File: src/rtl/signed_radix_digit_formatter_defines.svh
// assertion macros for the signed radix digit formatter
// no dependencies; included by the top level
`ifndef SIGNED_RADIX_DIGIT_FORMATTER_DEFINES_SVH
`define SIGNED_RADIX_DIGIT_FORMATTER_DEFINES_SVH

// condition must never hold outside reset
`define SRDF_ASSERT_NEVER(label, clk, rst_n, cond) \
  label: assert property (@(posedge clk) disable iff (!rst_n) !(cond)) \
    else $error("srdf: forbidden condition");

// antecedent implies consequent in the same cycle
`define SRDF_ASSERT_IMPL(label, clk, rst_n, ante, cons) \
  label: assert property (@(posedge clk) disable iff (!rst_n) (ante) |-> (cons)) \
    else $error("srdf: implication failed");

`endif

File: src/rtl/srdf_pkg.sv
// shared types, constants and symbol table helpers for the formatter
// no dependencies
package srdf_pkg;

  localparam int unsigned MaxRadixDefault = 16;
  localparam int unsigned MaxDigits       = 32;
  localparam int unsigned FifoDepth       = 2;
  localparam int unsigned ValueWidth      = 32;

  localparam logic [7:0] SymMinus = 8'd45;
  localparam logic [7:0] SymPlus  = 8'd43;
  localparam logic [7:0] SymSpace = 8'd32;
  localparam logic [7:0] SymDel   = 8'd127;

  typedef enum logic [1:0] {
    REG_RADIX  = 2'd0,
    REG_SYM_LO = 2'd1,
    REG_SYM_HI = 2'd2,
    REG_SPARE  = 2'd3
  } cfg_reg_e;

  typedef struct packed {
    logic [4:0]  radix;
    logic [63:0] sym_lo;
    logic [63:0] sym_hi;
  } cfg_t;

  typedef struct packed {
    logic                  neg;
    logic [ValueWidth-1:0] mag;
  } job_t;

  function automatic logic [7:0] symbol_at(input logic [3:0] d, input cfg_t cfg);
    logic [63:0] word;
    word = d[3] ? cfg.sym_hi : cfg.sym_lo;
    return word[{d[2:0], 3'b000} +: 8];
  endfunction

  function automatic logic table_ok(input cfg_t cfg, input int unsigned max_radix);
    logic       ok;
    logic [7:0] s;
    ok = (cfg.radix >= 5'd2) && (32'(cfg.radix) <= max_radix) && (cfg.radix <= 5'd16);
    for (int i = 0; i < 16; i++) begin
      s = symbol_at(4'(i), cfg);
      if (5'(i) < cfg.radix) begin
        if (s <= SymSpace || s >= SymDel || s == SymPlus || s == SymMinus) ok = 1'b0;
        for (int j = i + 1; j < 16; j++) begin
          if (5'(j) < cfg.radix && symbol_at(4'(j), cfg) == s) ok = 1'b0;
        end
      end
    end
    return ok;
  endfunction

endpackage

File: src/rtl/srdf_fifo.sv
// short job queue between front and back
// depends on srdf_pkg
module srdf_fifo
  import srdf_pkg::*;
(
  input  logic clk_i,
  input  logic rst_ni,
  input  logic push_i,
  input  job_t data_i,
  output logic full_o,
  input  logic pop_i,
  output logic empty_o,
  output job_t data_o
);

  localparam int unsigned AW = (FifoDepth > 1) ? $clog2(FifoDepth) : 1;

  job_t            mem_q [FifoDepth];
  logic [AW-1:0]   wr_q, wr_d, rd_q, rd_d;
  logic [AW:0]     cnt_q, cnt_d;
  logic            do_push, do_pop;

  assign full_o  = (cnt_q == (AW+1)'(FifoDepth));
  assign empty_o = (cnt_q == '0);
  assign do_push = push_i && !full_o;
  assign do_pop  = pop_i && !empty_o;
  assign data_o  = mem_q[rd_q];

  always_comb begin
    wr_d  = wr_q;
    rd_d  = rd_q;
    cnt_d = cnt_q;
    if (do_push) wr_d = (wr_q == AW'(FifoDepth - 1)) ? '0 : wr_q + AW'(1);
    if (do_pop)  rd_d = (rd_q == AW'(FifoDepth - 1)) ? '0 : rd_q + AW'(1);
    if (do_push && !do_pop) cnt_d = cnt_q + (AW+1)'(1);
    else if (do_pop && !do_push) cnt_d = cnt_q - (AW+1)'(1);
  end

  always_ff @(posedge clk_i or negedge rst_ni) begin
    if (!rst_ni) begin
      wr_q  <= '0;
      rd_q  <= '0;
      cnt_q <= '0;
    end else begin
      wr_q  <= wr_d;
      rd_q  <= rd_d;
      cnt_q <= cnt_d;
    end
  end

  always_ff @(posedge clk_i) begin
    if (do_push) mem_q[wr_q] <= data_i;
  end

endmodule

File: src/rtl/srdf_front.sv
// front end: takes values, checks the symbol table, forms sign and magnitude
// depends on srdf_pkg
module srdf_front
  import srdf_pkg::*;
#(
  parameter int unsigned MAX_RADIX = MaxRadixDefault
) (
  input  logic                         clk_i,
  input  logic                         rst_ni,
  input  logic                         push_i,
  output logic                         full_o,
  input  logic signed [ValueWidth-1:0] value_i,
  input  cfg_t                         cfg_i,
  output logic                         job_push_o,
  output job_t                         job_o,
  input  logic                         job_full_i
);

  logic                  vld_q, vld_d;
  logic [ValueWidth-1:0] val_q;
  logic                  ok;
  logic                  leave;

  assign ok         = table_ok(cfg_i, MAX_RADIX);
  assign job_push_o = vld_q && ok && !job_full_i;
  // an item with a bad table leaves without a request
  assign leave      = vld_q && (!ok || !job_full_i);
  assign full_o     = vld_q && !leave;

  assign job_o.neg = val_q[ValueWidth-1];
  assign job_o.mag = val_q[ValueWidth-1] ? (~val_q + ValueWidth'(1)) : val_q;

  always_comb begin
    vld_d = vld_q;
    if (leave) vld_d = 1'b0;
    if (push_i && !full_o) vld_d = 1'b1;
  end

  always_ff @(posedge clk_i or negedge rst_ni) begin
    if (!rst_ni) begin
      vld_q <= 1'b0;
    end else begin
      vld_q <= vld_d;
    end
  end

  always_ff @(posedge clk_i) begin
    if (push_i && !full_o) val_q <= value_i;
  end

endmodule

File: src/rtl/srdf_back.sv
// back end: digit extraction by long division, digit stack, character output
// depends on srdf_pkg
module srdf_back
  import srdf_pkg::*;
#(
  parameter int unsigned MAX_RADIX = MaxRadixDefault
) (
  input  logic       clk_i,
  input  logic       rst_ni,
  input  cfg_t       cfg_i,
  input  logic       job_empty_i,
  input  job_t       job_i,
  output logic       job_pop_o,
  output logic       empty_o,
  input  logic       pop_i,
  output logic [7:0] symbol_out_o,
  output logic       last_o
);

  localparam int unsigned DW = (MAX_RADIX > 2) ? $clog2(MAX_RADIX) : 1;
  localparam int unsigned BitsPerStep = 8;
  localparam int unsigned Steps = ValueWidth / BitsPerStep;
  localparam int unsigned SW = $clog2(Steps);
  localparam int unsigned NW = $clog2(MaxDigits) + 1;

  localparam logic [1:0] S_IDLE = 2'd0;
  localparam logic [1:0] S_DIV  = 2'd1;
  localparam logic [1:0] S_SIGN = 2'd2;
  localparam logic [1:0] S_DIGS = 2'd3;

  logic [1:0]            state_q, state_d;
  logic [ValueWidth-1:0] div_q, div_d;
  logic [DW:0]           rem_q, rem_d;
  logic [SW-1:0]         step_q, step_d;
  logic [NW-1:0]         nd_q, nd_d;
  logic                  neg_q, neg_d;
  logic [DW-1:0]         stack_q [MaxDigits];
  logic                  stack_we;
  logic                  out_v_q, out_v_d;
  logic [7:0]            out_sym_q, out_sym_d;
  logic                  out_last_q, out_last_d;

  logic [DW:0]           rad;
  logic [DW:0]           r, t;
  logic                  qb;
  logic [ValueWidth-1:0] dn;
  logic                  free;
  logic [NW-2:0]         rd_idx;

  assign rad          = cfg_i.radix[DW:0];
  assign free         = !out_v_q || pop_i;
  assign rd_idx       = nd_q[NW-2:0] - (NW-1)'(1);
  assign job_pop_o    = (state_q == S_IDLE) && !job_empty_i;
  assign empty_o      = !out_v_q;
  assign symbol_out_o = out_sym_q;
  assign last_o       = out_last_q;

  // one chunk of restoring division by the radix
  always_comb begin
    r  = rem_q;
    dn = div_q;
    for (int i = 0; i < BitsPerStep; i++) begin
      t  = {r[DW-1:0], dn[ValueWidth-1]};
      qb = (t >= rad);
      r  = qb ? (t - rad) : t;
      dn = {dn[ValueWidth-2:0], qb};
    end
  end

  always_comb begin
    state_d    = state_q;
    div_d      = div_q;
    rem_d      = rem_q;
    step_d     = step_q;
    nd_d       = nd_q;
    neg_d      = neg_q;
    stack_we   = 1'b0;
    out_v_d    = out_v_q && !pop_i;
    out_sym_d  = out_sym_q;
    out_last_d = out_last_q;
    unique case (state_q)
      S_IDLE: begin
        if (!job_empty_i) begin
          div_d   = job_i.mag;
          neg_d   = job_i.neg;
          rem_d   = '0;
          step_d  = '0;
          nd_d    = '0;
          state_d = S_DIV;
        end
      end
      S_DIV: begin
        div_d  = dn;
        rem_d  = r;
        step_d = step_q + SW'(1);
        if (step_q == SW'(Steps - 1)) begin
          stack_we = 1'b1;
          nd_d     = nd_q + NW'(1);
          rem_d    = '0;
          step_d   = '0;
          if (dn == '0 || nd_q == NW'(MaxDigits - 1)) begin
            state_d = neg_q ? S_SIGN : S_DIGS;
          end
        end
      end
      S_SIGN: begin
        if (free) begin
          out_v_d    = 1'b1;
          out_sym_d  = SymMinus;
          out_last_d = 1'b0;
          state_d    = S_DIGS;
        end
      end
      S_DIGS: begin
        if (free) begin
          out_v_d    = 1'b1;
          out_sym_d  = symbol_at(4'(stack_q[rd_idx]), cfg_i);
          out_last_d = (nd_q == NW'(1));
          nd_d       = nd_q - NW'(1);
          if (nd_q == NW'(1)) state_d = S_IDLE;
        end
      end
      default: state_d = S_IDLE;
    endcase
  end

  always_ff @(posedge clk_i or negedge rst_ni) begin
    if (!rst_ni) begin
      state_q <= S_IDLE;
      out_v_q <= 1'b0;
      nd_q    <= '0;
      step_q  <= '0;
    end else begin
      state_q <= state_d;
      out_v_q <= out_v_d;
      nd_q    <= nd_d;
      step_q  <= step_d;
    end
  end

  always_ff @(posedge clk_i) begin
    div_q      <= div_d;
    rem_q      <= rem_d;
    neg_q      <= neg_d;
    out_sym_q  <= out_sym_d;
    out_last_q <= out_last_d;
    if (stack_we) stack_q[nd_q[NW-2:0]] <= r[DW-1:0];
  end

endmodule

File: src/rtl/signed_radix_digit_formatter.sv
// top level of the signed radix digit formatter: config registers and wiring
// depends on srdf_pkg, srdf_front, srdf_fifo, srdf_back and the defines header
//
// usage
//   input: drive value_i and raise push; a value is taken on a clock edge with
//   push high and full low. output: while empty is low, symbol_out_o/last_o
//   hold the oldest character; raise pop to take it. last_o marks the final
//   character of a number, a negative number starts with '-'.
//   config: cfg_we_i with cfg_idx_i 0 = radix, 1 = symbols 0..7, 2 = symbols
//   8..15; write only while the block is idle. a bad symbol table drops items.
//   flow: the front stage registers each value, which then enters the job queue;
//   the shared 8-bit-per-cycle divider works out each digit, then one character
//   leaves per cycle while the receiver pops. the back takes the next job only
//   once the last character of the previous one is in the output register.
//   the front takes new values while the back works, up to the queue depth.
//   a stalled receiver holds the output register; the back waits and the
//   queue and front fill up behind it.
//   reset clears all control state and config registers to zero.
`include "signed_radix_digit_formatter_defines.svh"

module signed_radix_digit_formatter
  import srdf_pkg::*;
#(
  parameter int unsigned MAX_RADIX = MaxRadixDefault
) (
  input  logic                         clk_i,
  input  logic                         rst_ni,
  input  logic                         push,
  output logic                         full,
  input  logic signed [ValueWidth-1:0] value_i,
  output logic                         empty,
  input  logic                         pop,
  output logic [7:0]                   symbol_out_o,
  output logic                         last_o,
  input  logic                         cfg_we_i,
  input  logic [1:0]                   cfg_idx_i,
  input  logic [63:0]                  cfg_wdata_i
);

  cfg_t cfg_q;
  logic job_push, job_full, job_pop, job_empty;
  job_t job_in, job_out;

  always_ff @(posedge clk_i or negedge rst_ni) begin
    if (!rst_ni) begin
      cfg_q <= '0;
    end else if (cfg_we_i) begin
      unique case (cfg_idx_i)
        REG_RADIX:  cfg_q.radix  <= cfg_wdata_i[4:0];
        REG_SYM_LO: cfg_q.sym_lo <= cfg_wdata_i;
        REG_SYM_HI: cfg_q.sym_hi <= cfg_wdata_i;
        default: ;
      endcase
    end
  end

  srdf_front #(.MAX_RADIX(MAX_RADIX)) u_front (
    .clk_i      (clk_i),
    .rst_ni     (rst_ni),
    .push_i     (push),
    .full_o     (full),
    .value_i    (value_i),
    .cfg_i      (cfg_q),
    .job_push_o (job_push),
    .job_o      (job_in),
    .job_full_i (job_full)
  );

  srdf_fifo u_fifo (
    .clk_i   (clk_i),
    .rst_ni  (rst_ni),
    .push_i  (job_push),
    .data_i  (job_in),
    .full_o  (job_full),
    .pop_i   (job_pop),
    .empty_o (job_empty),
    .data_o  (job_out)
  );

  srdf_back #(.MAX_RADIX(MAX_RADIX)) u_back (
    .clk_i        (clk_i),
    .rst_ni       (rst_ni),
    .cfg_i        (cfg_q),
    .job_empty_i  (job_empty),
    .job_i        (job_out),
    .job_pop_o    (job_pop),
    .empty_o      (empty),
    .pop_i        (pop),
    .symbol_out_o (symbol_out_o),
    .last_o       (last_o)
  );

  `SRDF_ASSERT_NEVER(a_queue_overflow, clk_i, rst_ni, job_push && job_full)
  `SRDF_ASSERT_NEVER(a_queue_underflow, clk_i, rst_ni, job_pop && job_empty)
  `SRDF_ASSERT_IMPL(a_minus_not_last, clk_i, rst_ni, !empty && symbol_out_o == SymMinus, !last_o)
  `SRDF_ASSERT_IMPL(a_out_needs_table, clk_i, rst_ni, !empty, cfg_q.radix >= 5'd2)

endmodule

File: config.mk
export PLATFORM = sky130hd
export DESIGN_NAME = signed_radix_digit_formatter
export DESIGN_NICKNAME = d
export VERILOG_FILES = /design/src/rtl/srdf_pkg.sv /design/src/rtl/srdf_fifo.sv /design/src/rtl/srdf_front.sv /design/src/rtl/srdf_back.sv /design/src/rtl/signed_radix_digit_formatter.sv
export VERILOG_INCLUDE_DIRS = /design/src /design/src/rtl
export SDC_FILE = /design/constraint.sdc
export NUM_CORES = 2
export LEC_CHECK = 0
export BUFFER_PORTS_ARGS = -buffer_cell sky130_fd_sc_hd__buf_2
export CORE_MARGIN = 1
export CORE_UTILIZATION = 58
export CTS_CLUSTER_DIAMETER = 50
export DETAILED_ROUTE_END_ITERATION = 10
export PLACE_DENSITY = 0.79
export RECOVER_POWER = 25
export SLEW_MARGIN = 10
export SYNTH_ARGS = -nofsm -noshare
export SYNTH_HDL_FRONTEND = slang
export SYNTH_HIERARCHICAL = 1
export SYNTH_SLANG_ARGS = --single-unit
File: constraint.sdc
create_clock -name clk_i -period 17.3 [get_ports clk_i]
set_input_delay 0.865 -clock clk_i [delete_from_list [all_inputs] [get_ports clk_i]]
set_output_delay 0.865 -clock clk_i [all_outputs]
set_load 0.01 [all_outputs]
==> flow_summary.ini <==
[setup_path]
required_ns = 17.54
crit_buf_inv = 7
cp_top_family = compound AO/OA/AOI/OAI gates
reg2reg_depth = 58
cp_max_fo = 32
slowest_delay_ns = 0.83
cp-end-kind = flip-flop
critPathArrivalTime_ns = 15.79
critical-path-slowest-cell = nand2_1
start_kind = flip-flop
r2r_slack_ns = 1.75
critPathCapture = u_back/stack_q[26][1]
worstSetupPathType = flip-flop to flip-flop
cp_num_cells = 58
worstReg2RegEnd = u_back/stack_q[26][1]
r2r_start = cfg_q[130]
cp_common_cell = a21o_1
startpoint = cfg_q[130]

[place]
dp.final_hpwl_um = 71040
gp_congestion = 1.018
io_buffers = 113
place_area_sq_mm = 0.03455

[floorplanning]
die_y_um = 242.5
die_width_um = 242.5
coreArea_sq_mm = 0.05682
dieArea_sq_mm = 0.05881
placementRows = 87
io_pins = 114
initial_core_util = 0.5904

[global_routing]
grt_max_degree = 103
grt-ovfl-total = 0
antenna_found_initial = 7
grt_use_total = 0.3843
grt_pass1_wl_um = 169700
grt_pass1_vias = 26570

[sta]
finalWorstPathRequiredPeriod_ns = 15.55
maxSlewHeadroom = -2.692
fin_crit_sh = 0.8988
rsz0062_at_grt = false
fin_skew_ns = 0.05284
hold_viol = 0
slew_viol_final = 187
max_freq_ghz = 0.06431
finalSetupTns_ns = 0
holdWs_ns = 0.4016
setup_viol = 0
tightest_slew_ns = 5.538

[yosys]
synth_top_area_share = 0.2435
yosys-top-cells-area = edfxtp_1 (24%), xor2_1 (13%), xnor2_1 (13%), dfrtp_1 (11%), mux2_4 (7.0%)
yosysSeqAreaShare = 0.3546
yosysUniqueCellTypes = 91
synth_area_leader_cell = edfxtp_1
synthCells = 3102
syn_area_sq_mm = 0.03355
synthArstFlopShare = 0.3539
synthesis.nets = 3265
ys_warn_count = 6
synth-edff-count = 272
avgSynthCellArea_sq_um = 10.82
synth.most_common_cell = xor2_1
synth_common_cells = xor2_1 (505), xnor2_1 (488), edfxtp_1 (272)
ys_seq_elements = 421
ys.flop_type = edfxtp_1

[clocking]
clock_latency_ns = 0.64
cts_tree = yes
htreeDepth = 2
root_buffer = clkbuf_16
clock_sinks = 421
numCtsBuffers = 50
cts_setup_buffers = 0
clk_pin_slew_worst_paths_ns = 0.06
cts_resized = 0
clock_path_buffers = 3
cts-hold-fix-buffers = 0

[final_layout]
fin_util = 0.6360
final_area_sq_mm = 0.03614
layout-drive-gt1-share = 0.1928
area_growth_syn_to_layout_pct = 7.720
fin_nets = 3255

[min_path]
min_from = value_i[20]
worstHoldPathType = input port to flip-flop

[drt]
ant_nets = 0
drt_first_pass_iters = 9
via_per_inst = 6.987
drcViolationCount = 0
wl_per_cell_um = 29.78
drt_iter0_drc = 5003
wl_um = 115900
vias = 27190

[run]
max_cap_violations = 3

[outcome]
status = complete, but fails checks
violations = max-capacitance violations, max-slew violations
-- state kept, by name, summed over array words and instances, names as in the netlist, 2 cells and up --
register / cells
u_back/nd_q: 6
u_back/step_q: 2
u_back/symbol_out_o: 8
u_back/stack_q: 128
cfg_q: 133
u_fifo/cnt_q: 2
u_back/div_q: 32
u_front/val_q: 32
u_fifo/mem_q: 66
u_back/rem_q: 4
u_back/state_q: 2
-- kinds of logic (layout without fill, tap and decap cells) --
family          after synthesis  count (layout)  share of synthesized area
xor+xnor                    995             995                     0.2609
simple gates                634             634                     0.1072
flops                       421             421                     0.3546
buf+inv                     377             407                    0.05557
mux                         318             318                     0.1352
compound gates              297             297                    0.06236
fa+ha+maj                    60              60                    0.02417
other cells                   0               4                          0
-- how the worst min path moves through the flow --
stage | endpoint | cells after the start
global route | u_front/val_q[4] | 1
detailed placement | cfg_q[49] | 1
floorplan | u_fifo/wr_q | 1
finish | u_front/val_q[20] | 1
CTS | cfg_q[32] | 1
global placement | u_back/step_q[1] | 1
-- layer usage --
metal	vias up	wire length, um	GRT usage
met2	2477	49240	0.5750
met3	738	17020	0.1380
li1	10990	-	-
met1	12990	40720	0.4720
met4	2	8914	0.2386
met5	-	19	0
-- layout by cell type (no fill, tap or decap), drive strengths merged, types with 8 or more instances in the layout --
master and instances:
xor2 505, buf 255, dfrtp 149, nand4 128, nand3 51, a22oi 16, nor3 61, or3 8
a31oi 25, nor2 77, o31ai 21, mux2i 58, o21ai 48, fa 8, a21o 34, nor4 143
clkbuf 66, o211ai 11, a21oi 63, mux2 221, nand2 72, nand2b 21, inv 64, mux4 39
or4 22, ha 52, clkinv 16, xnor2 490, nor4b 9, edfxtp 272
-- metrics by stage --
stage,setup WS (ns),std cells
final,1.751,3892
after global routing,0.5867,3890
after CTS,1.852,3886
after detailed placement,1.961,3794
after global placement,2.361,3794
after floorplan,3.612,3102
-- area by class of cell --
cell class / instances / area, sq um
clock buffers: 59 / 1295
well taps: 756 / 945.9
flip-flops and latches: 421 / 11900
inverters: 53 / 198.9
clock inverters: 33 / 372.9
diodes: 4 / 10.01
repair buffers: 262 / 1667
fillers: 4246 / 20680
multi-input cells: 2304 / 19750
Power is left out: the tool's default activity adds up to more than one toggle a clock period on the data nets, which glitch-free logic cannot reach.
